### src/rtl/mrcc_pkg.sv
package mrcc_pkg;

    // Frame limits and CRC-16/MODBUS constants.
    localparam logic [6:0]  MaxFrame = 7'd75;
    localparam logic [6:0]  MinFrame = 7'd3;
    localparam logic [15:0] CrcInit  = 16'hFFFF;
    localparam logic [15:0] CrcPoly  = 16'hA001;

    // Result queue geometry.
    localparam int QDepth = 4;
    localparam int QPtrW  = $clog2(QDepth);
    localparam int QCntW  = $clog2(QDepth + 1);

    typedef enum logic {
        KIND_PAYLOAD = 1'b0,
        KIND_STATUS  = 1'b1
    } t_kind;

    typedef enum logic [1:0] {
        ST_OK       = 2'd0,
        ST_SHORT    = 2'd1,
        ST_CRC_ERR  = 2'd2,
        ST_OVERLONG = 2'd3
    } t_status;

    typedef struct packed {
        t_kind       item_kind;
        logic [7:0]  payload_byte;
        t_status     frame_status;
        logic [6:0]  frame_length;
        logic        last_item;
    } t_result;

    // Up to two result words produced by one accepted byte.
    typedef struct packed {
        logic    valid0;
        logic    valid1;
        t_result res0;
        t_result res1;
    } t_push;

endpackage

### src/rtl/mrcc_crc_byte.sv
module mrcc_crc_byte (
    input  logic [15:0] i_crc,
    input  logic [7:0]  i_byte,
    output logic [15:0] o_crc
);

    // Reflected CRC-16 update over one byte, one bit per step.
    always_comb begin
        logic [15:0] c;
        c = i_crc ^ {8'd0, i_byte};
        for (int k = 0; k < 8; k++) begin
            if (c[0]) begin
                c = (c >> 1) ^ mrcc_pkg::CrcPoly;
            end else begin
                c = c >> 1;
            end
        end
        o_crc = c;
    end

endmodule

### src/rtl/mrcc_frame.sv
module mrcc_frame (
    input  logic            i_clk,
    input  logic            i_rst_n,
    input  logic            i_accept,
    input  logic [7:0]      i_rx_byte,
    input  logic            i_frame_end,
    output mrcc_pkg::t_push o_push
);

    logic [6:0]  r_count, n_count;
    logic [7:0]  r_d0, n_d0;
    logic [7:0]  r_d1, n_d1;
    logic [15:0] r_crc, n_crc;
    logic        r_over, n_over;

    logic        keep;
    logic        emit;
    logic [15:0] crc_fed;
    mrcc_pkg::t_status status;

    // The CRC is fed with the oldest byte of the delay line as it leaves.
    mrcc_crc_byte u_crc (
        .i_crc  (r_crc),
        .i_byte (r_d1),
        .o_crc  (crc_fed)
    );

    // Next state for one byte; a full frame drops the byte.
    always_comb begin
        keep    = (r_count < mrcc_pkg::MaxFrame);
        emit    = keep && (r_count >= mrcc_pkg::MinFrame);
        n_crc   = emit ? crc_fed : r_crc;
        n_d0    = keep ? i_rx_byte : r_d0;
        n_d1    = keep ? r_d0 : r_d1;
        n_count = keep ? (r_count + 7'd1) : r_count;
        n_over  = r_over | ~keep;
    end

    // Frame status as seen after this byte.
    always_comb begin
        priority if (n_over) begin
            status = mrcc_pkg::ST_OVERLONG;
        end else if (n_count < mrcc_pkg::MinFrame) begin
            status = mrcc_pkg::ST_SHORT;
        end else if ({n_d0, n_d1} == n_crc) begin
            status = mrcc_pkg::ST_OK;
        end else begin
            status = mrcc_pkg::ST_CRC_ERR;
        end
    end

    // Result words: the payload word goes first, the status word second.
    always_comb begin
        mrcc_pkg::t_result pay;
        mrcc_pkg::t_result sts;
        pay.item_kind    = mrcc_pkg::KIND_PAYLOAD;
        pay.payload_byte = r_d1;
        pay.frame_status = mrcc_pkg::ST_OK;
        pay.frame_length = 7'd0;
        pay.last_item    = 1'b0;
        sts.item_kind    = mrcc_pkg::KIND_STATUS;
        sts.payload_byte = 8'd0;
        sts.frame_status = status;
        sts.frame_length = n_count;
        sts.last_item    = 1'b1;
        o_push.valid0 = i_accept && (emit || i_frame_end);
        o_push.valid1 = i_accept && emit && i_frame_end;
        o_push.res0   = emit ? pay : sts;
        o_push.res1   = sts;
    end

    // Frame state; the last byte of a frame returns everything to reset.
    always_ff @(posedge i_clk) begin
        if (!i_rst_n || (i_accept && i_frame_end)) begin
            r_count <= 7'd0;
            r_d0    <= 8'd0;
            r_d1    <= 8'd0;
            r_crc   <= mrcc_pkg::CrcInit;
            r_over  <= 1'b0;
        end else if (i_accept) begin
            r_count <= n_count;
            r_d0    <= n_d0;
            r_d1    <= n_d1;
            r_crc   <= n_crc;
            r_over  <= n_over;
        end
    end

    a_count_limit: assert property (@(posedge i_clk) disable iff (!i_rst_n)
        r_count <= mrcc_pkg::MaxFrame)
        else $error("byte count above frame limit");

    a_end_clears: assert property (@(posedge i_clk) disable iff (!i_rst_n)
        (i_accept && i_frame_end) |=> (r_count == 7'd0 && !r_over))
        else $error("frame state not cleared after frame end");

    a_pair_order: assert property (@(posedge i_clk) disable iff (!i_rst_n)
        o_push.valid1 |-> (o_push.res0.item_kind == mrcc_pkg::KIND_PAYLOAD
                           && o_push.res1.last_item))
        else $error("two-word push not payload then status");

    a_over_status: assert property (@(posedge i_clk) disable iff (!i_rst_n)
        (i_accept && i_frame_end && r_over) |->
            (o_push.res0.frame_status == mrcc_pkg::ST_OVERLONG))
        else $error("overlong frame without overlong status");

endmodule

### config.mk
export PLATFORM = sky130hd
export DESIGN_NAME = mrcc_frame
export DESIGN_NICKNAME = d
export VERILOG_FILES = /design/src/rtl/mrcc_pkg.sv /design/src/rtl/mrcc_crc_byte.sv /design/src/rtl/mrcc_frame.sv
export SDC_FILE = /design/constraint.sdc
export NUM_CORES = 1
export LEC_CHECK = 0
export BUFFER_PORTS_ARGS = -buffer_cell sky130_fd_sc_hd__buf_2
export CORE_ASPECT_RATIO = 2
export CORE_UTILIZATION = 50
export CTS_CLUSTER_SIZE = 14
export DETAILED_ROUTE_END_ITERATION = 7
export PLACE_DENSITY = 0.72
export SETUP_SLACK_MARGIN = 0.2
export SLEW_MARGIN = 25
export SYNTH_ARGS = -nofsm -noshare
export SYNTH_HDL_FRONTEND = slang
export SYNTH_HIERARCHICAL = 1
export SYNTH_SLANG_ARGS = --single-unit
export TNS_END_PERCENT = 1
### constraint.sdc
create_clock -name i_clk -period 3.15 [get_ports i_clk]
set_clock_uncertainty 0.15 [all_clocks]
set_input_delay 0.4725 -clock i_clk [delete_from_list [all_inputs] [get_ports i_clk]]
set_output_delay 0.4725 -clock i_clk [all_outputs]
set_load 0.005 [all_outputs]
* Word level (Yosys, flattened, before mapping)
Index checks and enable logic that the tools add are counted.
** Operators by class
- $add $sub $neg :: 1
- Reduce and logical (&&, ||, !) cells :: 8
- Mux-type cells :: 16
- $lt $le $gt $ge :: 3
- Bitwise operators :: 11
- Eq/ne operators :: 1
** Operators by type and width (count)
- $mux W16 :: 9
- $not A2 Y3 :: 8
- $mux W19 :: 1
- $eq A16 B16 Y1 :: 1
- $mux W8 :: 2
- $xor A16 B8 Y16 :: 1
- $add A7 B1 Y7 const B :: 1
- $ge A7 B2 Y1 const B :: 1
- $lt A7 B2 Y1 const B :: 1
- $lt A7 B7 Y1 const B :: 1
- $mux W7 :: 1
- $mux W2 :: 3
- $logic_and A1 B1 Y1 :: 5
- $logic_or A1 B1 Y1 :: 2
- $logic_not A1 Y1 :: 1
- $not A1 Y1 :: 1
- $or A1 B1 Y1 :: 1
** Word-level totals
- Logic and storage cells :: 45
- Register bits after elaboration :: 40

* Longest topological paths before layout
Gate-level depths: netlist of run 1.
- Depth in word-level cells :: 23
- Depth in mapped cells :: 11
- Gate-level depth less buffers :: 11

* By module
The synthesis of run 1 kept the hierarchy.
** By module, submodules not included
- mrcc_frame :: cells an instance 352, area an instance 2697.6 um^2, seq. area each 800.8 um^2, instances 1
- mrcc_crc_byte :: cells an instance 29, area an instance 284.0 um^2, seq. area each 0.0 um^2, instances 1

* Least setup slack after synthesis of run 1
No wires, ideal clock.
- Path type :: register to output
- Start point :: register r_crc[3]
- End point :: output port o_push[28] (netlist name)
- Data arrival time :: 2.392 ns
- Setup slack :: 0.136 ns
- Path buffers :: 0
- Data required time :: 2.527 ns
- Stages on the path, launching flop included :: 12
- Path through :: dfxtp_1 xor2_1 xnor2_1 xnor2_2 xnor2_1 inv_1 a31oi_1 nor3_1 nor4b_1 a41oi_1 nor4_1 a211oi_1
** RTL lines
- start, declared :: RTL line mrcc_frame.sv:13 : logic [15:0] r_crc, n_crc;
- start signal, assigned :: RTL line mrcc_frame.sv:78 : r_crc <= mrcc_pkg::CrcInit;
- start signal, assigned :: RTL line mrcc_frame.sv:84 : r_crc <= n_crc;
- end, declared :: RTL line mrcc_frame.sv:7 : output mrcc_pkg::t_push o_push

==> impl_metrics.env, run 1 <==
export IMPL_die_x_um=56.6
export IMPL_arrival_ps=2870
export IMPL_p_leak_uw=0.00185
export IMPL_crit_slowest_cell="a2111oi_4"
export IMPL_clk_pin_slew_ps=60
export IMPL_slowest_delay_ps=420
export IMPL_drc=0
export IMPL_slew_violations=0
export IMPL_hold_buffers=0
export IMPL_num_io_pins=52
export IMPL_end_kind="primary output"
export IMPL_wl_per_cell_um=18.6
export IMPL_num_rows=39
export IMPL_power_density_mw_per_mm2=430
export IMPL_hold_path_class="input pin to flop"
export IMPL_area_delta_synth_final_pct=28.9
export IMPL_vdd_drop_max_v=0.000411
export IMPL_final_layout_size_suffix_gt1_share_pct=33.1
export IMPL_clockBufferDepth=2
export IMPL_drtAntennaViolNets=0
export IMPL_cts_buffers=5
export IMPL_timing_final_hold_violations=0
export IMPL_viasPerCell=6.00
export IMPL_synth_top_cell_area_share_pct=26.9
export IMPL_slew_headroom_pct=52.4
export IMPL_grt_max_degree=25
export IMPL_dp_hpwl_um=6980
export IMPL_worst_slew_pin_slew_ps=713
export IMPL_drt_wl_total_um=9600
export IMPL_r2r_cells=9
export IMPL_rsz0062_at_grt="yes"
export IMPL_syn_avg_cell_area_um2=7.83
export IMPL_grt_pass1_vias=3009
export IMPL_synth_async_reset_ratio_pct=0
export IMPL_setup_ws_ps=-338
export IMPL_dpl_cell_area_mm2=0.00346
export IMPL_rr_startpoint="r_count[4]"
export IMPL_cts_tree="built"
export IMPL_yosysWarnings=6
export IMPL_synth_cell_types=58
export IMPL_ys_top_cells_by_area="dfxtp_1 (27%), xnor2_1 (7.9%), xor2_1 (6.2%)"
export IMPL_grt_pass1_wl_um=14600
export IMPL_fmax_ghz=0.287
export IMPL_drtIter0Drc=206
export IMPL_core_mm2=0.00571
export IMPL_setup_violations=2
export IMPL_firstDrtPassIters=4
export IMPL_required_ps=2530
export IMPL_ys_seq_elements=40
export IMPL_ys_seq_area_share_pct=26.9
export IMPL_postLayoutCoreUtil_pct=67.3
export IMPL_crit_chain="xnor2_2 -> xor2_1 -> buf_4 -> xnor2_4 -> xnor2_1 -> inv_1 -> o311ai_2 -> xor2_1 -> nand2_1 -> a2111oi_4 -> a211oi_1 -> buf_2"
export IMPL_initial_core_util_pct=52.2
export IMPL_worstSetupPathType="flop to primary output"
export IMPL_critPathLaunchType="flop"
export IMPL_hold_start="i_rx_byte[0]"
export IMPL_htree_num_levels=2
export IMPL_clock_sinks=40
export IMPL_cap_viol_max_count=0
export IMPL_whs_endpoint="r_d0[0]"
export IMPL_grtUsageTotal_pct=30.8
export IMPL_num_vias=3104
export IMPL_clk_latency_ps=290
export IMPL_crit_fanout=2
export IMPL_worstSetupStartpoint="r_d1[1]"
export IMPL_fin_crit_sh_pct=111
export IMPL_syn_area_mm2=0.00298
export IMPL_yosys_area_top_type="dfxtp_1"
export IMPL_violations="setup timing"
export IMPL_synth_edf_count=0
export IMPL_diodes=0
export IMPL_io_buffers=41
export IMPL_die_area_mm2=0.00630
export IMPL_hold_depth=3
export IMPL_grt_overflow=0
export IMPL_cts_root_buffer="clkbuf_16"
export IMPL_die_h_um=111
export IMPL_fin_area_mm2=0.00384
export IMPL_synth_flop_cell="dfxtp_1"
export IMPL_syn_inst=381
export IMPL_outcome="finished with violations"
export IMPL_post_route_min_period_ps=3490
export IMPL_gp_congestion=0.967
export IMPL_nNetsFinal=468
export IMPL_r2r_slack_ps=600
export IMPL_crit_path_frequent_cell="xor2_1"
export IMPL_antenna_found_initial=0
export IMPL_r2r_end="r_crc[6]"
synthesized netlist by cell type, types with 3 or more instances:
cell	instances
inv_1	15
mux2i_1	15
o21ai_0	6
nor2_1	29
nand4_1	5
a21oi_1	19
nor3_1	5
nand2_1	46
nand3_1	29
and2_1	5
buf_2	8
a2bb2oi_1	3
a31oi_1	6
xor2_1	21
a22oi_1	3
xnor2_1	27
buf_4	18
clkbuf_1	11
and3_1	11
dfxtp_1	40
xnor2_2	3
o211ai_1	10
a211oi_1	5
area by class of cell:
type | count | area (um^2)
Multi-Input combinational cell | 295 | 2090
Fill cell | 493 | 1870
Sequential cell | 40 | 812
Timing Repair Buffer | 97 | 626
Clock buffer | 7 | 153
Tap cell | 61 | 76.3
Inverter | 16 | 60.1
Clock inverter | 1 | 30.0
critical path, delay by kind of cell, from the launching register on:
family / cells / cell delay [ps]
AOI/OAI and AO/OA: 3 / 800
xor gates and xnor gates: 5 / 900
buffers and inverters: 3 / 410
DFF: 1 / 340
and+or+nand+nor: 1 / 110
what timing repair did:
| action | CTS | global route |
|---|---|---|
| buffers inserted | 5 | 3 |
| resized for setup | 15 | 12 |
| setup endpoints to repair | 4 | 3 |
| pin swaps | 10 | 17 |
layer usage:
| metal | wire length (um) | global-route usage (%) | vias up |
|---|---|---|---|
| met5 | 0 | 0 | - |
| met4 | 964 | 30.1 | 0 |
| met3 | 540 | 5.48 | 60 |
| met2 | 4970 | 54.1 | 161 |
| met1 | 3130 | 27.9 | 1437 |
| li1 | - | - | 1446 |
per-stage QoR:
step                worst slack (ps)  hold slack [ps]  total power [uW]  TNS [ps]  std cells
floorplan                        235              311               822         0        389
global placement               -79.1              338               955      -143        501
detailed placement             -85.2              354               962      -156        501
CTS                             -297              291              1610      -590        514
global route                    -490              326              1710      -950        517
finish                          -338              303              1650      -640        517
sequential cells by signal (all words and copies together) (netlist names):
register / flops
r_crc: 16
r_d0: 8
r_d1: 8
r_count: 7
r_over: 1
placed cells by master (no fill, tap or decap), types with 2 or more instances in the layout:
cell and n:
inv_1 15, nor2_1 28, a211oi_1 5, xnor2_2 9, a21oi_1 18, nand4_1 5
and2_1 5, o31ai_1 2, nand2_1 46, a2bb2oi_1 3, o211ai_1 10, nor3_1 5
a22oi_1 3, conb_1 10, dfxtp_2 9, nor3b_1 2, o311ai_2 2, buf_4 56
o221a_2 2, buf_2 41, xnor2_1 19, a31oi_1 5, o21ai_0 6, clkbuf_8 2
clkbuf_16 5, dfxtp_1 31, xor2_2 3, mux2i_1 15, a21o_1 2, xor2_1 18
nand3_1 29, and3_1 11, xnor2_4 2
report_power, final:
part | switching [uW] | leakage, uW | total (uW) | internal, uW
Sequential | 26.6 | 0.000326 | 553 | 526
Clock | 204 | 0.0000901 | 621 | 417
Combinational | 247 | 0.00144 | 480 | 233
Total | 477 | 0.00185 | 1650 | 1180
how the worst max path moves through the flow:
stage	end	slack, ps	cells after the start
global route	o_push[28]	-490	13
detailed placement	o_push[28]	-90	12
CTS	o_push[28]	-300	13
finish	o_push[28]	-340	12
floorplan	o_push[28]	240	11
global placement	o_push[28]	-80	11
logic make-up after synthesis:
kind of cell               share of synthesized area [%]
AOI/OAI and AO/OA                                   17.3
xor gates and xnor gates                            16.5
adders and majority gates                          0.420
buffers and inverters                               9.40
DFF                                                 26.9
muxes                                               5.04
other                                              0.252
and+or+nand+nor                                     24.2
(Power assumes the default switching activity.)
==> run 2, diff against run 1 <==
- PLACE_DENSITY: 0.72 -> 0.73
- SYNTH_HIERARCHICAL: 1 -> unset
==> impl_metrics.env, run 2 <==
export IMPL_outcome="finished with violations"
export IMPL_violations="setup timing"
export IMPL_diodes=0
export IMPL_final_cell_mix="nand2_1 (65), buf_2 (41), dfxtp_1 (40)"
export IMPL_htree_num_levels=2
export IMPL_r2r_end="r_crc[6]"
export IMPL_die_h_um=105
export IMPL_viasPerCell=5.71
export IMPL_synth_most_common_cell="nand2_1"
export IMPL_grt_max_degree=25
export IMPL_rr_startpoint="r_count[0]"
export IMPL_cts_tree="built"
export IMPL_clockBufferDepth=2
export IMPL_area_delta_synth_final_pct=20.5
export IMPL_post_route_min_period_ps=3600
export IMPL_grt_overflow=0
export IMPL_postLayoutCoreUtil_pct=62.4
export IMPL_ys_seq_area_share_pct=30.1
export IMPL_yosys_area_share_simple_pct=22.9
export IMPL_drtAntennaViolNets=0
export IMPL_p_switching_uw=341
export IMPL_synth_flop_cell="dfxtp_1"
export IMPL_synth_adder_area_share_pct=0.470
export IMPL_combPwrFrac_pct=20.2
export IMPL_whs_endpoint="r_d0[2]"
export IMPL_slew_violations=0
export IMPL_clk_latency_ps=310
export IMPL_initial_core_util_pct=51.8
export IMPL_grt_pass1_vias=2487
export IMPL_die_x_um=53.6
export IMPL_crit_fanout=10
export IMPL_syn_area_mm2=0.00266
export IMPL_fin_crit_sh_pct=114
export IMPL_yosysWarnings=0
export IMPL_largest_reg_flops=16
export IMPL_placedCellCount=444
export IMPL_r2r_cells=9
export IMPL_timing_final_hold_violations=0
export IMPL_yosys_area_top_type="dfxtp_1"
export IMPL_power_density_mw_per_mm2=393
export IMPL_setup_ws_ps=-446
export IMPL_grt_util_met1_pct=26.5
export IMPL_path_delay_family="simple AND/OR/NAND/NOR gates"
export IMPL_intPower_uw=918
export IMPL_synth_top_family_by_area="simple AND/OR/NAND/NOR gates"
export IMPL_worst_slew_pin_slew_ps=856
export IMPL_slew_headroom_pct=42.8
export IMPL_nNetsFinal=406
export IMPL_p_leak_uw=0.00152
export IMPL_synth_commonest_cells="nand2_1 (65), dfxtp_1 (40), xnor2_1 (25)"
export IMPL_end_kind="primary output"
export IMPL_fin_cells=452
export IMPL_rsz0062_at_grt="yes"
export IMPL_wl_per_cell_um=16.8
export IMPL_num_rows=37
export IMPL_fmax_ghz=0.278
export IMPL_required_ps=2530
export IMPL_io_buffers=41
export IMPL_drtIter0Drc=94
export IMPL_globalRoute_busiestLayer="met2"
export IMPL_seqPwrFrac_pct=42.6
export IMPL_hold_path_class="input pin to flop"
export IMPL_core_mm2=0.00514
export IMPL_drt_wl_total_um=7580
export IMPL_synth_top_cell_area_share_pct=30.1
export IMPL_gr_usage_met2_pct=54.3
export IMPL_synth_xor_area_share_pct=16.9
export IMPL_synth_mux_area_share_pct=5.08
export IMPL_gp_congestion=0.942
export IMPL_place_ws_ps=-112
export IMPL_dp_hpwl_um=5810
export IMPL_critPathLaunchType="flop"
export IMPL_cts_buffers=5
export IMPL_worstSetupPathType="flop to primary output"
export IMPL_slowest_delay_ps=410
export IMPL_path_buf_inv=2
export IMPL_synth_cell_types=53
export IMPL_hold_buffers=0
export IMPL_clock_sinks=40
export IMPL_antenna_found_initial=0
export IMPL_synth_edf_count=0
export IMPL_r2r_slack_ps=720
export IMPL_crit_chain="ha_2 -> or4_4 -> or3_4 -> buf_6 -> mux2i_1 -> xnor2_1 -> nor4_1 -> nand4_1 -> and4bb_1 -> a211oi_2 -> buf_2"
export IMPL_cap_viol_max_count=0
export IMPL_reg_top3="r_crc x16, r_d0 x8, r_d1 x8"
export IMPL_power_share_clock_pct=37.2
export IMPL_drc=0
export IMPL_syn_avg_cell_area_um2=7.83
export IMPL_die_area_mm2=0.00564
export IMPL_final_layout_size_suffix_gt1_share_pct=26.1
export IMPL_hold_depth=3
export IMPL_final_common_cell="nand2_1"
export IMPL_ys_seq_elements=40
export IMPL_swShare_pct=27.1
export IMPL_hold_start="i_rx_byte[2]"
export IMPL_firstDrtPassIters=4
export IMPL_cts_root_buffer="clkbuf_8"
export IMPL_clk_pin_slew_ps=80
export IMPL_grtUsageTotal_pct=29.5
export IMPL_arrival_ps=2970
export IMPL_gr_usage_met3_pct=4.37
export IMPL_vdd_drop_max_v=0.000409
export IMPL_num_io_pins=52
export IMPL_grt_pass1_wl_um=11800
export IMPL_synth_compound_area_share_pct=15.4
export IMPL_num_vias=2583
export IMPL_crit_slowest_cell="or4_4"
export IMPL_ys_top_cells_by_area="dfxtp_1 (30%), nand2_1 (9.2%), xnor2_1 (8.2%)"
export IMPL_setup_violations=2
export IMPL_synth_async_reset_ratio_pct=0
export IMPL_top_register="r_crc"
export IMPL_syn_inst=340
[run 2: changes by cell type after synthesis, sizes merged, moves of 4 or more]
cell | previous run | this run
a21oi | 19 | 24
a31oi | 7 | 1
buf | 27 | 19
clkbuf | 11 | 16
inv | 16 | 10
nand2 | 47 | 65
nand3 | 30 | 9
nor2 | 30 | 22
o22ai | 1 | 6
xnor2 | 30 | 26
xor2 | 21 | 15
[run 2: timing repair]
action,CTS,global route
pin swaps,0,2
cloned,0,0
gates resized for setup,1,4
endpoints found under the setup margin,5,6
hold endpoints to repair,0,0
buffers inserted,0,0
[run 2: power by group through the flow]
stage / Sequential (uW) / Combinational (uW) / Clock (uW)
5_1_grt: 538 / 278 / 492
2_1_floorplan: 542 / 169 / 0
6_report: 536 / 255 / 468
3_5_place_dp: 548 / 250 / 0
3_3_place_gp: 547 / 246 / 0
4_1_cts: 536 / 252 / 475
[run 2: worst max-delay path by stage]
stage	start	end	slack, ps	depth (start not counted)
floorplan	r_count[1]	o_push[9]	150	10
global placement	r_count[0]	o_push[9]	-70	11
detailed placement	r_count[0]	o_push[28]	-110	11
CTS	r_count[0]	o_push[28]	-460	11
global route	r_count[0]	o_push[28]	-560	11
finish	r_count[0]	o_push[28]	-450	11
[run 2: area by class of cell]
class	instances	area [um^2]
tap	58	72.6
clock buffer	7	96.3
clock inverter	1	30.0
timing repair buffer	73	453
fill	481	1930
multi-input combinational	263	1720
inverter	10	37.5
sequential	40	801
[run 2: kinds of logic after synthesis]
group | after synthesis
simple gates | 132
compound gates | 63
buf+inv | 45
xor+xnor | 44
flops | 40
mux | 13
other cells | 2
fa+ha+maj | 1
[run 2: per-layer routing]
metal,vias to the layer above,routed length [um]
li1,1233,-
met1,1227,2670
met2,89,4160
met3,34,229
met4,0,519
met5,-,0
[run 2: through the flow]
step | hold slack, ps | setup TNS, ps | instance area, um^2 | total power [uW]
5_1_grt | 299 | -1110 | 3210 | 1310
2_1_floorplan | 307 | 0 | 2730 | 711
6_report | 277 | -892 | 3210 | 1260
3_5_place_dp | 330 | -218 | 3060 | 797
3_3_place_gp | 328 | -129 | 3060 | 793
4_1_cts | 275 | -914 | 3190 | 1260
[run 2: worst reg2reg max path, cell delays in order, from the launching register on]
cell and delay (ps):
dfxtp_1 320, ha_2 180, or4_4 410, or3_4 340, buf_6 160, buf_4 170, and3_4 190, buf_4 190
nand2_1 90, o211ai_1 80
==> run 3, diff against run 2 <==
- clock period: 3.15 -> 4.35 ns (I/O delays scaled with it)
==> impl_metrics.env, run 3 (synthesis results as in run 2) <==
export IMPL_outcome="finished clean"
export IMPL_grt_overflow=0
export IMPL_htree_num_levels=2
export IMPL_worstSetupStartpoint="r_d1[3]"
export IMPL_required_ps=3550
export IMPL_place_ws_ps=457
export IMPL_setup_tns_ps=0
export IMPL_wl_per_cell_um=16.9
export IMPL_core_mm2=0.00514
export IMPL_setup_ws_ps=311
export IMPL_crit_path_frequent_cell="xnor3_1"
export IMPL_clk_latency_ps=310
export IMPL_hold_buffers=0
export IMPL_setup_violations=0
export IMPL_hold_path_class="flop to flop"
export IMPL_end_kind="primary output"
export IMPL_critPathLaunchType="flop"
export IMPL_worstSetupPathType="flop to primary output"
export IMPL_initial_core_util_pct=51.8
export IMPL_rsz0062_at_grt="yes"
export IMPL_grt_util_met1_pct=27.7
export IMPL_final_common_cell="nand2_1"
export IMPL_largest_reg_flops=16
export IMPL_seq_area_um2=801
export IMPL_grt_pass1_wl_um=11300
export IMPL_diodes=0
export IMPL_r2r_end="r_count[5]"
export IMPL_die_area_mm2=0.00564
export IMPL_rr_startpoint="r_count[2]"
export IMPL_reg_top3="r_crc x16, r_d0 x8, r_d1 x8"
export IMPL_grt_pass1_vias=2213
export IMPL_crit_slowest_cell="xnor2_1"
export IMPL_final_layout_size_suffix_gt1_share_pct=18.4
export IMPL_firstDrtPassIters=4
export IMPL_hold_start="r_d0[5]"
export IMPL_crit_chain="xnor2_1 -> xnor3_1 -> xnor3_2 -> xnor3_1 -> nand2_1 -> mux2_4 -> o2111a_1 -> a211oi_2 -> buf_2"
export IMPL_clk_pin_slew_ps=70
export IMPL_antenna_found_initial=0
export IMPL_slowest_delay_ps=490
export IMPL_top_register="r_crc"
export IMPL_grt_max_degree=25
export IMPL_num_io_pins=52
export IMPL_power_density_mw_per_mm2=278
export IMPL_whs_endpoint="r_d1[5]"
export IMPL_hold_depth=2
export IMPL_dp_hpwl_um=5340
export IMPL_cap_viol_max_count=0
export IMPL_cts_tree="built"
export IMPL_gr_usage_met2_pct=49.4
export IMPL_fillers=513
export IMPL_num_vias=2389
export IMPL_viasPerCell=5.65
export IMPL_clockBufferDepth=2
export IMPL_fin_crit_sh_pct=92.9
export IMPL_nNetsFinal=377
export IMPL_globalRoute_busiestLayer="met2"
export IMPL_p_leak_uw=0.00133
export IMPL_drc=0
export IMPL_grtUsageTotal_pct=28.3
export IMPL_post_route_min_period_ps=4040
export IMPL_gr_usage_met3_pct=4.66
export IMPL_cts_root_buffer="clkbuf_8"
export IMPL_final_cell_mix="nand2_1 (65), buf_2 (41), dfxtp_1 (40)"
export IMPL_postLayoutCoreUtil_pct=56.9
export IMPL_worst_slew_pin_slew_ps=883
export IMPL_die_x_um=53.6
export IMPL_r2r_slack_ps=1680
export IMPL_multi_input_area_mm2=0.00169
export IMPL_post_cts_buffers=0
export IMPL_r2r_cells=7
export IMPL_vdd_drop_max_v=0.000312
export IMPL_gp_congestion=0.925
export IMPL_path_buf_inv=1
export IMPL_slew_violations=0
export IMPL_fmax_ghz=0.248
export IMPL_arrival_ps=3240
export IMPL_cts_buffers=5
export IMPL_io_buffers=41
export IMPL_die_h_um=105
export IMPL_num_rows=37
export IMPL_path_delay_family="XOR/XNOR gates"
export IMPL_clock_sinks=40
export IMPL_drt_wl_total_um=7160
export IMPL_drtIter0Drc=48
export IMPL_timing_final_hold_violations=0
export IMPL_area_delta_synth_final_pct=9.73
export IMPL_crit_fanout=6
export IMPL_slew_headroom_pct=41.0
export IMPL_drtAntennaViolNets=0
[run 3: cell count changes in the layout (fill, tap and decap cells not counted), moves of 2 or more]
cell      previous run  this run
buf_4               30         3
xnor2_1             21        24
xnor2_2              5         2
buf_6                2         0
clkbuf_1             0         2
[run 3: report_power, final]
group          switching (uW)  internal [uW]  leakage [uW]
clock network             131            129     0.0000455
registers                13.5            376      0.000325
logic                    91.3           69.7      0.000961
total                     236            575       0.00133
[run 3: stage by stage]
stage | hold WS (ps) | std cells | power, uW | area, um^2
detailed placement | 323 | 415 | 556 | 2800
global placement | 315 | 415 | 553 | 2800
floorplan | 307 | 348 | 516 | 2690
CTS | 333 | 423 | 815 | 2900
global route | 364 | 423 | 849 | 2920
finish | 332 | 423 | 811 | 2920
[run 3: repair_timing]
| action | 4_1_cts | 5_1_grt |
|---|---|---|
| resized for setup | 2 | 4 |
| pin swaps | 0 | 0 |
| setup endpoints to repair | 2 | 2 |
[run 3: worst max-delay path by stage]
stage / to / slack [ps] / cells past startpoint
CTS: o_push[28] / 210 / 9
floorplan: o_push[28] / 990 / 8
detailed placement: o_push[28] / 460 / 10
global placement: o_push[28] / 530 / 10
finish: o_push[28] / 310 / 9
global route: o_push[9] / 190 / 10
[run 3: cell type report]
type | count | share of cell area [%]
Clock buffer | 8 | 3.08
Multi-Input combinational cell | 263 | 57.9
Tap cell | 58 | 2.48
Sequential cell | 40 | 27.4
Inverter | 10 | 1.28
Timing Repair Buffer | 44 | 7.79
[run 3: layer usage]
layer	up-vias	wire (um)
met3	19	224
li1	1174	-
met4	0	366
met5	-	0
met1	1121	2620
met2	75	3950
[run 3: worst register-to-register path, delay by kind of cell, from the launching register on]
family	cells	cell delay, ps
xor gates and xnor gates	1	140
and+or+nand+nor	3	1070
AOI/OAI and AO/OA	2	470
buffers and inverters	1	290
DFF	1	410
